### config.mk
export PLATFORM = sky130hd
export DESIGN_NAME = stream_buffer_refill_control
export DESIGN_NICKNAME = d
export VERILOG_FILES = /design/src/rtl/core/sbrc_pkg.sv /design/src/rtl/core/sbrc_div.sv /design/src/rtl/core/sbrc_dp.sv /design/src/rtl/core/sbrc_ctrl.sv /design/src/rtl/core/stream_buffer_refill_control.sv
export SDC_FILE = /design/constraint.sdc
export NUM_CORES = 2
export LEC_CHECK = 0
export ABC_AREA = 1
export BUFFER_PORTS_ARGS = -buffer_cell sky130_fd_sc_hd__buf_2
export CORE_MARGIN = 2
export CORE_UTILIZATION = 64
export DETAILED_ROUTE_END_ITERATION = 16
export GPL_TIMING_DRIVEN = 0
export PLACE_DENSITY = 0.93
export SLEW_MARGIN = 0
export SYNTH_ARGS = -nofsm -noshare
export SYNTH_HDL_FRONTEND = slang
export SYNTH_HIERARCHICAL = 1
export SYNTH_SLANG_ARGS = --single-unit
### constraint.sdc
create_clock -name clk -period 20 [get_ports clk]
set_clock_uncertainty 0.15 [all_clocks]
set_input_delay 3 -clock clk [delete_from_list [all_inputs] [get_ports clk]]
set_output_delay 3 -clock clk [all_outputs]
set_load 0.03 [all_outputs]
### src/rtl/core/sbrc_pkg.sv
// shared constants, command and status types of the refill controller
`default_nettype none

package sbrc_pkg;

    localparam int MAX_REQUESTS = 16;
    localparam int REQ_CNT_W    = $clog2(MAX_REQUESTS + 1);

    localparam int TIME_W     = 32;
    localparam int SMP_W      = 16;
    localparam int THR_W      = SMP_W - 1;
    localparam int FILL_W     = TIME_W + 1;
    localparam int PROD_W     = TIME_W + SMP_W;
    localparam int DVS_W      = 32;
    localparam int CFG_IDX_W  = 2;
    localparam int CFG_DATA_W = 32;

    localparam logic [CFG_IDX_W-1:0] CFG_SAMPLE_RATE      = 2'd0;
    localparam logic [CFG_IDX_W-1:0] CFG_BUFFER_SAMPLES   = 2'd1;
    localparam logic [CFG_IDX_W-1:0] CFG_TICKS_PER_SECOND = 2'd2;

    localparam logic [SMP_W-1:0]  RATE_RESET = 16'd32768;
    localparam logic [SMP_W-1:0]  BUF_RESET  = 16'd4096;
    localparam logic [DVS_W-1:0]  TPS_RESET  = 32'd33513982;

    localparam logic KIND_START = 1'b0;

    typedef enum logic [3:0] {
        OP_NONE,
        OP_START,
        OP_RESYNC,
        OP_MUL,
        OP_CLEAR_Q,
        OP_DIV_Q,
        OP_DIV_ADV,
        OP_TAKE_ADV,
        OP_UPDATE,
        OP_PREP,
        OP_ADD,
        OP_EMIT
    } dp_op_t;

    typedef struct packed {
        logic   capture;
        dp_op_t op;
    } dp_cmd_t;

    typedef struct packed {
        logic is_start;
        logic late;
        logic conv_ok;
        logic div_done;
        logic refill_needed;
        logic last_req;
        logic out_free;
    } dp_status_t;

endpackage

`default_nettype wire

### src/rtl/core/sbrc_div.sv
// serial restoring divider, one quotient bit per cycle
`default_nettype none

module sbrc_div (
    input  logic                        clk,
    input  logic                        rst_n,
    input  logic                        start,
    input  logic [sbrc_pkg::PROD_W-1:0] dividend,
    input  logic [sbrc_pkg::DVS_W-1:0]  divisor,
    output logic                        done,
    output logic [sbrc_pkg::PROD_W-1:0] quotient,
    output logic [sbrc_pkg::DVS_W-1:0]  remainder
);
    import sbrc_pkg::*;

    localparam int STEP_W = $clog2(PROD_W + 1);

    logic [PROD_W-1:0] quo_reg;
    logic [DVS_W-1:0]  rem_reg;
    logic [DVS_W-1:0]  dvs_reg;
    logic [STEP_W-1:0] step_reg;
    logic              busy_reg;
    logic              done_reg;

    logic [DVS_W:0] rem_shift;
    logic           fits;
    logic [DVS_W:0] rem_sub;

    assign rem_shift = {rem_reg, quo_reg[PROD_W-1]};
    assign fits      = rem_shift >= {1'b0, dvs_reg};
    assign rem_sub   = rem_shift - {1'b0, dvs_reg};

    // control
    always_ff @(posedge clk or negedge rst_n)
    begin
        if (!rst_n)
        begin
            busy_reg <= 1'b0;
            done_reg <= 1'b0;
            step_reg <= '0;
        end
        else if (start)
        begin
            busy_reg <= 1'b1;
            done_reg <= 1'b0;
            step_reg <= STEP_W'(PROD_W);
        end
        else if (busy_reg)
        begin
            step_reg <= step_reg - 1'b1;
            if (step_reg == STEP_W'(1))
            begin
                busy_reg <= 1'b0;
                done_reg <= 1'b1;
            end
        end
        else
        begin
            done_reg <= 1'b0;
        end
    end

    // datapath
    always_ff @(posedge clk)
    begin
        if (start)
        begin
            quo_reg <= dividend;
            rem_reg <= '0;
            dvs_reg <= divisor;
        end
        else if (busy_reg)
        begin
            quo_reg <= {quo_reg[PROD_W-2:0], fits};
            rem_reg <= fits ? rem_sub[DVS_W-1:0] : rem_shift[DVS_W-1:0];
        end
    end

    assign done      = done_reg;
    assign quotient  = quo_reg;
    assign remainder = rem_reg;

endmodule

`default_nettype wire

### src/rtl/core/sbrc_dp.sv
// datapath: config registers, stream state, conversion and refill word
`default_nettype none

module sbrc_dp (
    input  logic                            clk,
    input  logic                            rst_n,
    input  logic                            cfg_write,
    input  logic [sbrc_pkg::CFG_IDX_W-1:0]  cfg_index,
    input  logic [sbrc_pkg::CFG_DATA_W-1:0] cfg_data,
    input  logic                            kind,
    input  logic [sbrc_pkg::TIME_W-1:0]     bus_time,
    input  sbrc_pkg::dp_cmd_t               cmd,
    output sbrc_pkg::dp_status_t            status,
    input  logic                            out_stall,
    output logic                            out_valid,
    output logic [sbrc_pkg::SMP_W-1:0]      fill_offset,
    output logic [sbrc_pkg::SMP_W-1:0]      fill_count,
    output logic                            last,
    output logic                            overrun,
    output logic [sbrc_pkg::TIME_W-1:0]     played_total
);
    import sbrc_pkg::*;

    localparam logic [FILL_W-1:0] FILL_MIN  = {1'b1, {TIME_W{1'b0}}};
    localparam logic [FILL_W:0]   FILL_BIAS = {2'b01, {TIME_W{1'b0}}};

    // config
    logic [SMP_W-1:0]  rate_reg;
    logic [SMP_W-1:0]  buf_reg;
    logic [DVS_W-1:0]  tps_reg;

    // stream state
    logic [TIME_W-1:0]    ref_reg;
    logic [FILL_W-1:0]    fill_reg;
    logic [SMP_W-1:0]     wo_reg;
    logic [TIME_W-1:0]    played_reg;
    logic [REQ_CNT_W-1:0] n_reg;
    logic                 out_valid_reg;

    // work registers
    logic              kind_reg;
    logic [TIME_W-1:0] time_reg;
    logic [PROD_W-1:0] prod_reg;
    logic [PROD_W-1:0] q_reg;
    logic [TIME_W-1:0] adv_reg;
    logic [SMP_W-1:0]  cnt_reg;
    logic [SMP_W-1:0]  pend_off_reg;
    logic [SMP_W-1:0]  pend_cnt_reg;
    logic [SMP_W-1:0]  off_out_reg;
    logic [SMP_W-1:0]  cnt_out_reg;
    logic              last_out_reg;
    logic              ovr_out_reg;
    logic [TIME_W-1:0] played_out_reg;

    // divider
    logic              div_start;
    logic [PROD_W-1:0] div_dividend;
    logic [DVS_W-1:0]  div_divisor;
    logic              div_done;
    logic [PROD_W-1:0] div_quo;
    logic [DVS_W-1:0]  div_rem;

    logic [TIME_W-1:0] elapsed;
    logic [PROD_W-1:0] prod_next;
    logic [SMP_W-1:0]  thr_min;
    logic [THR_W-1:0]  thr;
    logic              fill_le_thr;
    logic [FILL_W:0]   head;
    logic              sat;
    logic [FILL_W-1:0] fill_dec;
    logic [SMP_W-1:0]  wo_wrap;
    logic [SMP_W:0]    end_sum;
    logic [SMP_W-1:0]  cnt_prep;
    logic [SMP_W:0]    wo_sum;
    logic [SMP_W-1:0]  wo_add;
    logic              cap_hit;
    logic              out_free;

    assign elapsed   = time_reg - ref_reg;
    assign prod_next = PROD_W'(elapsed) * PROD_W'(rate_reg);

    assign thr_min     = (rate_reg < buf_reg) ? rate_reg : buf_reg;
    assign thr         = thr_min[SMP_W-1:1];
    assign fill_le_thr = $signed(fill_reg) <= $signed({{(FILL_W-THR_W){1'b0}}, thr});

    // headroom above the saturation floor
    assign head     = {fill_reg[FILL_W-1], fill_reg} + FILL_BIAS;
    assign sat      = q_reg > {{(PROD_W-FILL_W-1){1'b0}}, head};
    assign fill_dec = fill_reg - q_reg[FILL_W-1:0];

    // request formation
    assign wo_wrap  = (wo_reg >= buf_reg) ? '0 : wo_reg;
    assign end_sum  = {1'b0, wo_wrap} + {2'b00, thr};
    assign cnt_prep = (end_sum > {1'b0, buf_reg}) ? (buf_reg - wo_wrap) : {1'b0, thr};
    assign wo_sum   = {1'b0, wo_reg} + {1'b0, cnt_reg};
    assign wo_add   = (wo_sum >= {1'b0, buf_reg}) ? '0 : wo_sum[SMP_W-1:0];

    assign cap_hit  = n_reg == REQ_CNT_W'(MAX_REQUESTS);
    assign out_free = !out_valid_reg || !out_stall;

    assign div_start    = (cmd.op == OP_DIV_Q) || (cmd.op == OP_DIV_ADV);
    assign div_dividend = (cmd.op == OP_DIV_Q) ? prod_reg : (prod_reg - PROD_W'(div_rem));
    assign div_divisor  = (cmd.op == OP_DIV_Q) ? tps_reg : DVS_W'(rate_reg);

    sbrc_div u_div (
        .clk       (clk),
        .rst_n     (rst_n),
        .start     (div_start),
        .dividend  (div_dividend),
        .divisor   (div_divisor),
        .done      (div_done),
        .quotient  (div_quo),
        .remainder (div_rem)
    );

    // config and control state
    always_ff @(posedge clk or negedge rst_n)
    begin
        if (!rst_n)
        begin
            rate_reg      <= RATE_RESET;
            buf_reg       <= BUF_RESET;
            tps_reg       <= TPS_RESET;
            ref_reg       <= '0;
            fill_reg      <= '0;
            wo_reg        <= '0;
            played_reg    <= '0;
            n_reg         <= '0;
            out_valid_reg <= 1'b0;
        end
        else
        begin
            if (cfg_write)
            begin
                unique case (cfg_index)
                    CFG_SAMPLE_RATE:      rate_reg <= cfg_data[SMP_W-1:0];
                    CFG_BUFFER_SAMPLES:   buf_reg  <= cfg_data[SMP_W-1:0];
                    CFG_TICKS_PER_SECOND: tps_reg  <= cfg_data[DVS_W-1:0];
                    default:              ;
                endcase
            end

            if (cmd.op == OP_EMIT)
            begin
                out_valid_reg <= 1'b1;
            end
            else if (!out_stall)
            begin
                out_valid_reg <= 1'b0;
            end

            unique case (cmd.op)
                OP_START:
                begin
                    fill_reg <= '0;
                    wo_reg   <= '0;
                    ref_reg  <= time_reg;
                end
                OP_RESYNC:
                begin
                    ref_reg <= time_reg;
                end
                OP_UPDATE:
                begin
                    ref_reg    <= ref_reg + adv_reg;
                    fill_reg   <= sat ? FILL_MIN : fill_dec;
                    played_reg <= played_reg + q_reg[TIME_W-1:0];
                    n_reg      <= '0;
                end
                OP_PREP:
                begin
                    wo_reg <= wo_wrap;
                end
                OP_ADD:
                begin
                    fill_reg <= fill_reg + {{(FILL_W-SMP_W){1'b0}}, cnt_reg};
                    wo_reg   <= wo_add;
                    n_reg    <= n_reg + 1'b1;
                end
                default: ;
            endcase
        end
    end

    // payload registers
    always_ff @(posedge clk)
    begin
        if (cmd.capture)
        begin
            kind_reg <= kind;
            time_reg <= bus_time;
        end

        unique case (cmd.op)
            OP_MUL:
            begin
                prod_reg <= prod_next;
            end
            OP_CLEAR_Q:
            begin
                q_reg   <= '0;
                adv_reg <= '0;
            end
            OP_DIV_ADV:
            begin
                q_reg <= div_quo;
            end
            OP_TAKE_ADV:
            begin
                adv_reg <= div_quo[TIME_W-1:0];
            end
            OP_PREP:
            begin
                cnt_reg <= cnt_prep;
            end
            OP_ADD:
            begin
                pend_off_reg <= wo_reg;
                pend_cnt_reg <= cnt_reg;
            end
            OP_EMIT:
            begin
                off_out_reg    <= pend_off_reg;
                cnt_out_reg    <= pend_cnt_reg;
                last_out_reg   <= !fill_le_thr || cap_hit;
                ovr_out_reg    <= fill_le_thr && cap_hit;
                played_out_reg <= played_reg;
            end
            default: ;
        endcase
    end

    assign status.is_start      = kind_reg == KIND_START;
    assign status.late          = time_reg < ref_reg;
    assign status.conv_ok       = (tps_reg != '0) && (rate_reg != '0);
    assign status.div_done      = div_done;
    assign status.refill_needed = (thr != '0) && fill_le_thr;
    assign status.last_req      = !fill_le_thr || cap_hit;
    assign status.out_free      = out_free;

    assign out_valid    = out_valid_reg;
    assign fill_offset  = off_out_reg;
    assign fill_count   = cnt_out_reg;
    assign last         = last_out_reg;
    assign overrun      = ovr_out_reg;
    assign played_total = played_out_reg;

endmodule

`default_nettype wire

### src/rtl/core/sbrc_ctrl.sv
// controller state machine sequencing one item through the datapath
`default_nettype none

module sbrc_ctrl (
    input  logic                 clk,
    input  logic                 rst_n,
    input  logic                 in_valid,
    output logic                 in_stall,
    input  sbrc_pkg::dp_status_t status,
    output sbrc_pkg::dp_cmd_t    cmd
);
    import sbrc_pkg::*;

    typedef enum logic [3:0] {
        S_IDLE,
        S_DECODE,
        S_DIV_Q,
        S_DIV_Q_WAIT,
        S_DIV_A_WAIT,
        S_UPDATE,
        S_CHECK,
        S_PREP,
        S_ADD,
        S_EMIT
    } state_t;

    state_t state_reg;
    state_t state_next;
    logic   in_stall_reg;
    logic   in_stall_next;

    always_comb
    begin
        state_next  = state_reg;
        cmd.capture = 1'b0;
        cmd.op      = OP_NONE;
        unique case (state_reg)
            S_IDLE:
            begin
                if (in_valid && !in_stall_reg)
                begin
                    cmd.capture = 1'b1;
                    state_next  = S_DECODE;
                end
            end
            S_DECODE:
            begin
                if (status.is_start)
                begin
                    cmd.op     = OP_START;
                    state_next = S_IDLE;
                end
                else if (status.late)
                begin
                    cmd.op     = OP_RESYNC;
                    state_next = S_IDLE;
                end
                else if (status.conv_ok)
                begin
                    cmd.op     = OP_MUL;
                    state_next = S_DIV_Q;
                end
                else
                begin
                    cmd.op     = OP_CLEAR_Q;
                    state_next = S_UPDATE;
                end
            end
            S_DIV_Q:
            begin
                cmd.op     = OP_DIV_Q;
                state_next = S_DIV_Q_WAIT;
            end
            S_DIV_Q_WAIT:
            begin
                if (status.div_done)
                begin
                    cmd.op     = OP_DIV_ADV;
                    state_next = S_DIV_A_WAIT;
                end
            end
            S_DIV_A_WAIT:
            begin
                if (status.div_done)
                begin
                    cmd.op     = OP_TAKE_ADV;
                    state_next = S_UPDATE;
                end
            end
            S_UPDATE:
            begin
                cmd.op     = OP_UPDATE;
                state_next = S_CHECK;
            end
            S_CHECK:
            begin
                state_next = status.refill_needed ? S_PREP : S_IDLE;
            end
            S_PREP:
            begin
                cmd.op     = OP_PREP;
                state_next = S_ADD;
            end
            S_ADD:
            begin
                cmd.op     = OP_ADD;
                state_next = S_EMIT;
            end
            S_EMIT:
            begin
                if (status.out_free)
                begin
                    cmd.op     = OP_EMIT;
                    state_next = status.last_req ? S_IDLE : S_PREP;
                end
            end
            default:
            begin
                state_next = S_IDLE;
            end
        endcase
        in_stall_next = state_next != S_IDLE;
    end

    always_ff @(posedge clk or negedge rst_n)
    begin
        if (!rst_n)
        begin
            state_reg    <= S_IDLE;
            in_stall_reg <= 1'b0;
        end
        else
        begin
            state_reg    <= state_next;
            in_stall_reg <= in_stall_next;
        end
    end

    assign in_stall = in_stall_reg;

endmodule

`default_nettype wire

### src/rtl/core/stream_buffer_refill_control.sv
// a start word needs no division; a poll with a nonzero rate and tick rate runs
// two 48-step serial divisions in the shared divider before its first refill word,
// then passes prep, add and emit for each word and holds the input until its last
// word is emitted; an out-of-order poll (time before reference) only resyncs
// reset: asynchronous active low, config to defaults, stream state cleared
// one word accepted at a time; output register frees the input side
`default_nettype none

module stream_buffer_refill_control (
    input  logic                            clk,
    input  logic                            rst_n,
    // configuration write port
    input  logic                            cfg_write,
    input  logic [sbrc_pkg::CFG_IDX_W-1:0]  cfg_index,
    input  logic [sbrc_pkg::CFG_DATA_W-1:0] cfg_data,
    // input word channel
    input  logic                            in_valid,
    output logic                            in_stall,
    input  logic                            kind,
    input  logic [sbrc_pkg::TIME_W-1:0]     bus_time,
    // refill request channel
    output logic                            out_valid,
    input  logic                            out_stall,
    output logic [sbrc_pkg::SMP_W-1:0]      fill_offset,
    output logic [sbrc_pkg::SMP_W-1:0]      fill_count,
    output logic                            last,
    output logic                            overrun,
    output logic [sbrc_pkg::TIME_W-1:0]     played_total
);
    import sbrc_pkg::*;

    // command from the sequencer, status back from the datapath
    dp_cmd_t    cmd;
    dp_status_t status;

    // sequencer: decodes the word kind, runs the two divisions when the rate and tick
    // rate are nonzero, then loops prep / add / emit once per refill request
    sbrc_ctrl u_ctrl (
        .clk      (clk),
        .rst_n    (rst_n),
        .in_valid (in_valid),
        .in_stall (in_stall),
        .status   (status),
        .cmd      (cmd)
    );

    // datapath: elapsed * rate product, serial divider for the sample count
    // and the reference advance, fill level with floor saturation, ring
    // offset wrap and the registered output word
    sbrc_dp u_dp (
        .clk          (clk),
        .rst_n        (rst_n),
        .cfg_write    (cfg_write),
        .cfg_index    (cfg_index),
        .cfg_data     (cfg_data),
        .kind         (kind),
        .bus_time     (bus_time),
        .cmd          (cmd),
        .status       (status),
        .out_stall    (out_stall),
        .out_valid    (out_valid),
        .fill_offset  (fill_offset),
        .fill_count   (fill_count),
        .last         (last),
        .overrun      (overrun),
        .played_total (played_total)
    );

endmodule

`default_nettype wire

==> run metrics <==
Crit Path Max Fanout 36; Storage cell area 16200 sq um; Ys Warns 6; All-Layer GR Usage 45.0%; cell row count 111; status completed; Post-Syn Nets 8737; area fraction of the dominant cell type after synthesis 18.1%; ys async rst share 33.6%; post-CTS sizing 0; Slew Viols, Final 0; syn avg cell area 7.59 sq um; footprint of the multi-input gates 36500 sq um; post-detail-place hpwl 173000 microns; RePlAce Congestion 1.08; Final #Nets 8955; Tcrit/Tclk final 45.3%; Vias/cell 6.11; Reg clk slew, reported paths 0.06 ns; clock buffer depth 3; R2R Setup Slk 10.94 ns; Least-Margin Pin Slew 1.29 ns; CP Capture Type flop; setup violators final 0; Yosys top cell by area edfxtp_1; CTS tree built; Die Area 94400 sq um; Placed Area 61300 sq um; Buffers on Ports 139; I/O pin cnt 140; worst path required time 20.17 ns; final setup TNS 0 ns; vias in the first global route 54.8k; sequential area share after synthesis 27.6%; Arr. time, crit path 9.22 ns; RSZ-0062 raised after global routing false; initial antenna violation count 8; 1st-iter DRT viols 7604; Post-synth EDFFs 355; largest net degree at the start of global routing 108; layout cell share with drive strength beyond 1 5.81%; Sink Count 583; most common cell after layout, fill and taps aside nand2_1; setup bufs post-CTS 0; Congestion Overflow GR 0; Fin Hold WS 0.266 ns; CTS root buf clkbuf_16; clock latency on the worst-skew pair 0.65 ns; chip width 307 microns; Max Clk Rate 110 MHz; CTS Hold Buffers Added 0; Routed WL 212000 microns; Starting Density 64.4%; TritonCTS buffer count 66; Yosys reg bits 583; worst stage delay on the critical path 0.96 ns; post-route antenna net violation count 0; Synth Instances 7750; endpoints failing hold 0; Slowest cell on crit path clkinv_1; most used cell along the critical path inv_1; DRC Markers 0; TritonRoute pass-1 iters 6; DR WL/cell 23.0 microns; Hold Crit Class reg -> reg; Die Span Y 307 microns; Worst setup SP type flop; Tmin final 9.06 ns; via count 56.3k; Max Cap Viol 0; post-route cell area 63400 sq um; dominant synthesized flop cell edfxtp_1; crit-path cells clkbuf_1, clkinv_1, nand4_1, nor4_1, a21oi_1, inv_1, o21ai_0, a21oi_1, nand4_1, inv_1, nor2_1, inv_1, nor2_1, inv_1, clkbuf_1, clkbuf_1, nand2_2, clkbuf_1, nor2_1, inv_1, clkbuf_2, buf_16; synthesized area 58900 sq um; first-pass GRT wire length 321000 microns; Max-slew headroom 13.7%; area grow syn2layout 7.80%; synth top area cells edfxtp_1 18%, fa_1 15%, nand2_1 11%, ha_1 10%, inv_1 8.8%; CORE AREA 91400 sq um; most frequent cells in the layout 1780 x nand2_1, 1373 x inv_1, 834 x nor2_1, 488 x nand3_1, 487 x ha_1; H-tree Lvls 3; Yosys cell types 70; CP Class reg -> reg; filler instances 7487
==> routing by layer <==
metal,vias up,part of all wire [%],track usage [%]
li1,25200,-,-
met1,26300,37,58.4
met2,3862,42,66.5
met3,889,13,12.4
met4,6,7.9,29.2
met5,-,0.037,0.310
==> cell type report <==
class	count	area share, %
multi-input combinational	5574	57.6
sequential	583	25.6
inverter	1407	8.32
clock buffer	86	2.82
tap	1186	2.34
timing repair buffer	150	1.45
buffer	186	1.34
clock inverter	35	0.554
antenna	4	0.0158
==> cells by family after synthesis <==
logic type | count (synthesis) | synth area share [%]
adder cells (fa/ha/maj) | 915 | 24.9
AO/OA/AOI/OAI | 1007 | 9.43
buffers and inverters | 1593 | 10.4
XOR/XNOR | 194 | 2.91
flip-flops | 583 | 27.6
AND/OR/NAND/NOR | 3458 | 24.8
==> path summary, 6_finish.rpt <==
check	to	start	cells after the start
max	u_dp/u_div/quotient[12]	u_dp/rate_reg[15]	22
min	u_dp/fill_count[14]	u_dp/pend_cnt_reg[14]	0
min in group asynchronous	u_dp/ref_reg[19]	rst_n	1
min reg2reg	u_dp/fill_count[14]	u_dp/pend_cnt_reg[14]	0
max in group asynchronous	u_dp/tps_reg[25]	rst_n	2
max reg2reg	u_dp/u_div/quotient[12]	u_dp/rate_reg[15]	22
==> critical path, delay by kind of cell (launching register included) <==
kind | cells | cell delay, ns
DFF | 1 | 0.53
buffers and inverters | 12 | 4.83
AOI/OAI and AO/OA | 3 | 0.74
and+or+nand+nor | 7 | 2.36
==> per-stage QoR <==
stage               util, %  instances  setup slack, ns
global placement       66.8       9075             9.56
global route           69.4       9207            10.94
detailed placement     67.1       9086            11.06
CTS                    69.4       9207            11.44
floorplan                 -       7750            12.20
finish                 69.4       9211            10.94
==> cells in the mapped netlist, types with 30 or more instances <==
cell type / instances
dfrtp_1: 175
or2_2: 45
xor2_1: 113
a21oi_1: 419
a21o_1: 44
buf_2: 30
xnor2_1: 79
nand3b_1: 41
ha_1: 487
inv_1: 1373
nand2_1: 1781
a31oi_1: 37
nor3_1: 53
clkbuf_1: 127
o21ai_0: 348
edfxtp_1: 355
nand3_1: 488
nand4_1: 101
nor2_1: 836
dfxtp_1: 32
nor4_1: 31
fa_1: 428
Power is left out: the tool's default activity adds up to more than one toggle a clock period on the data nets, which glitch-free logic cannot reach.
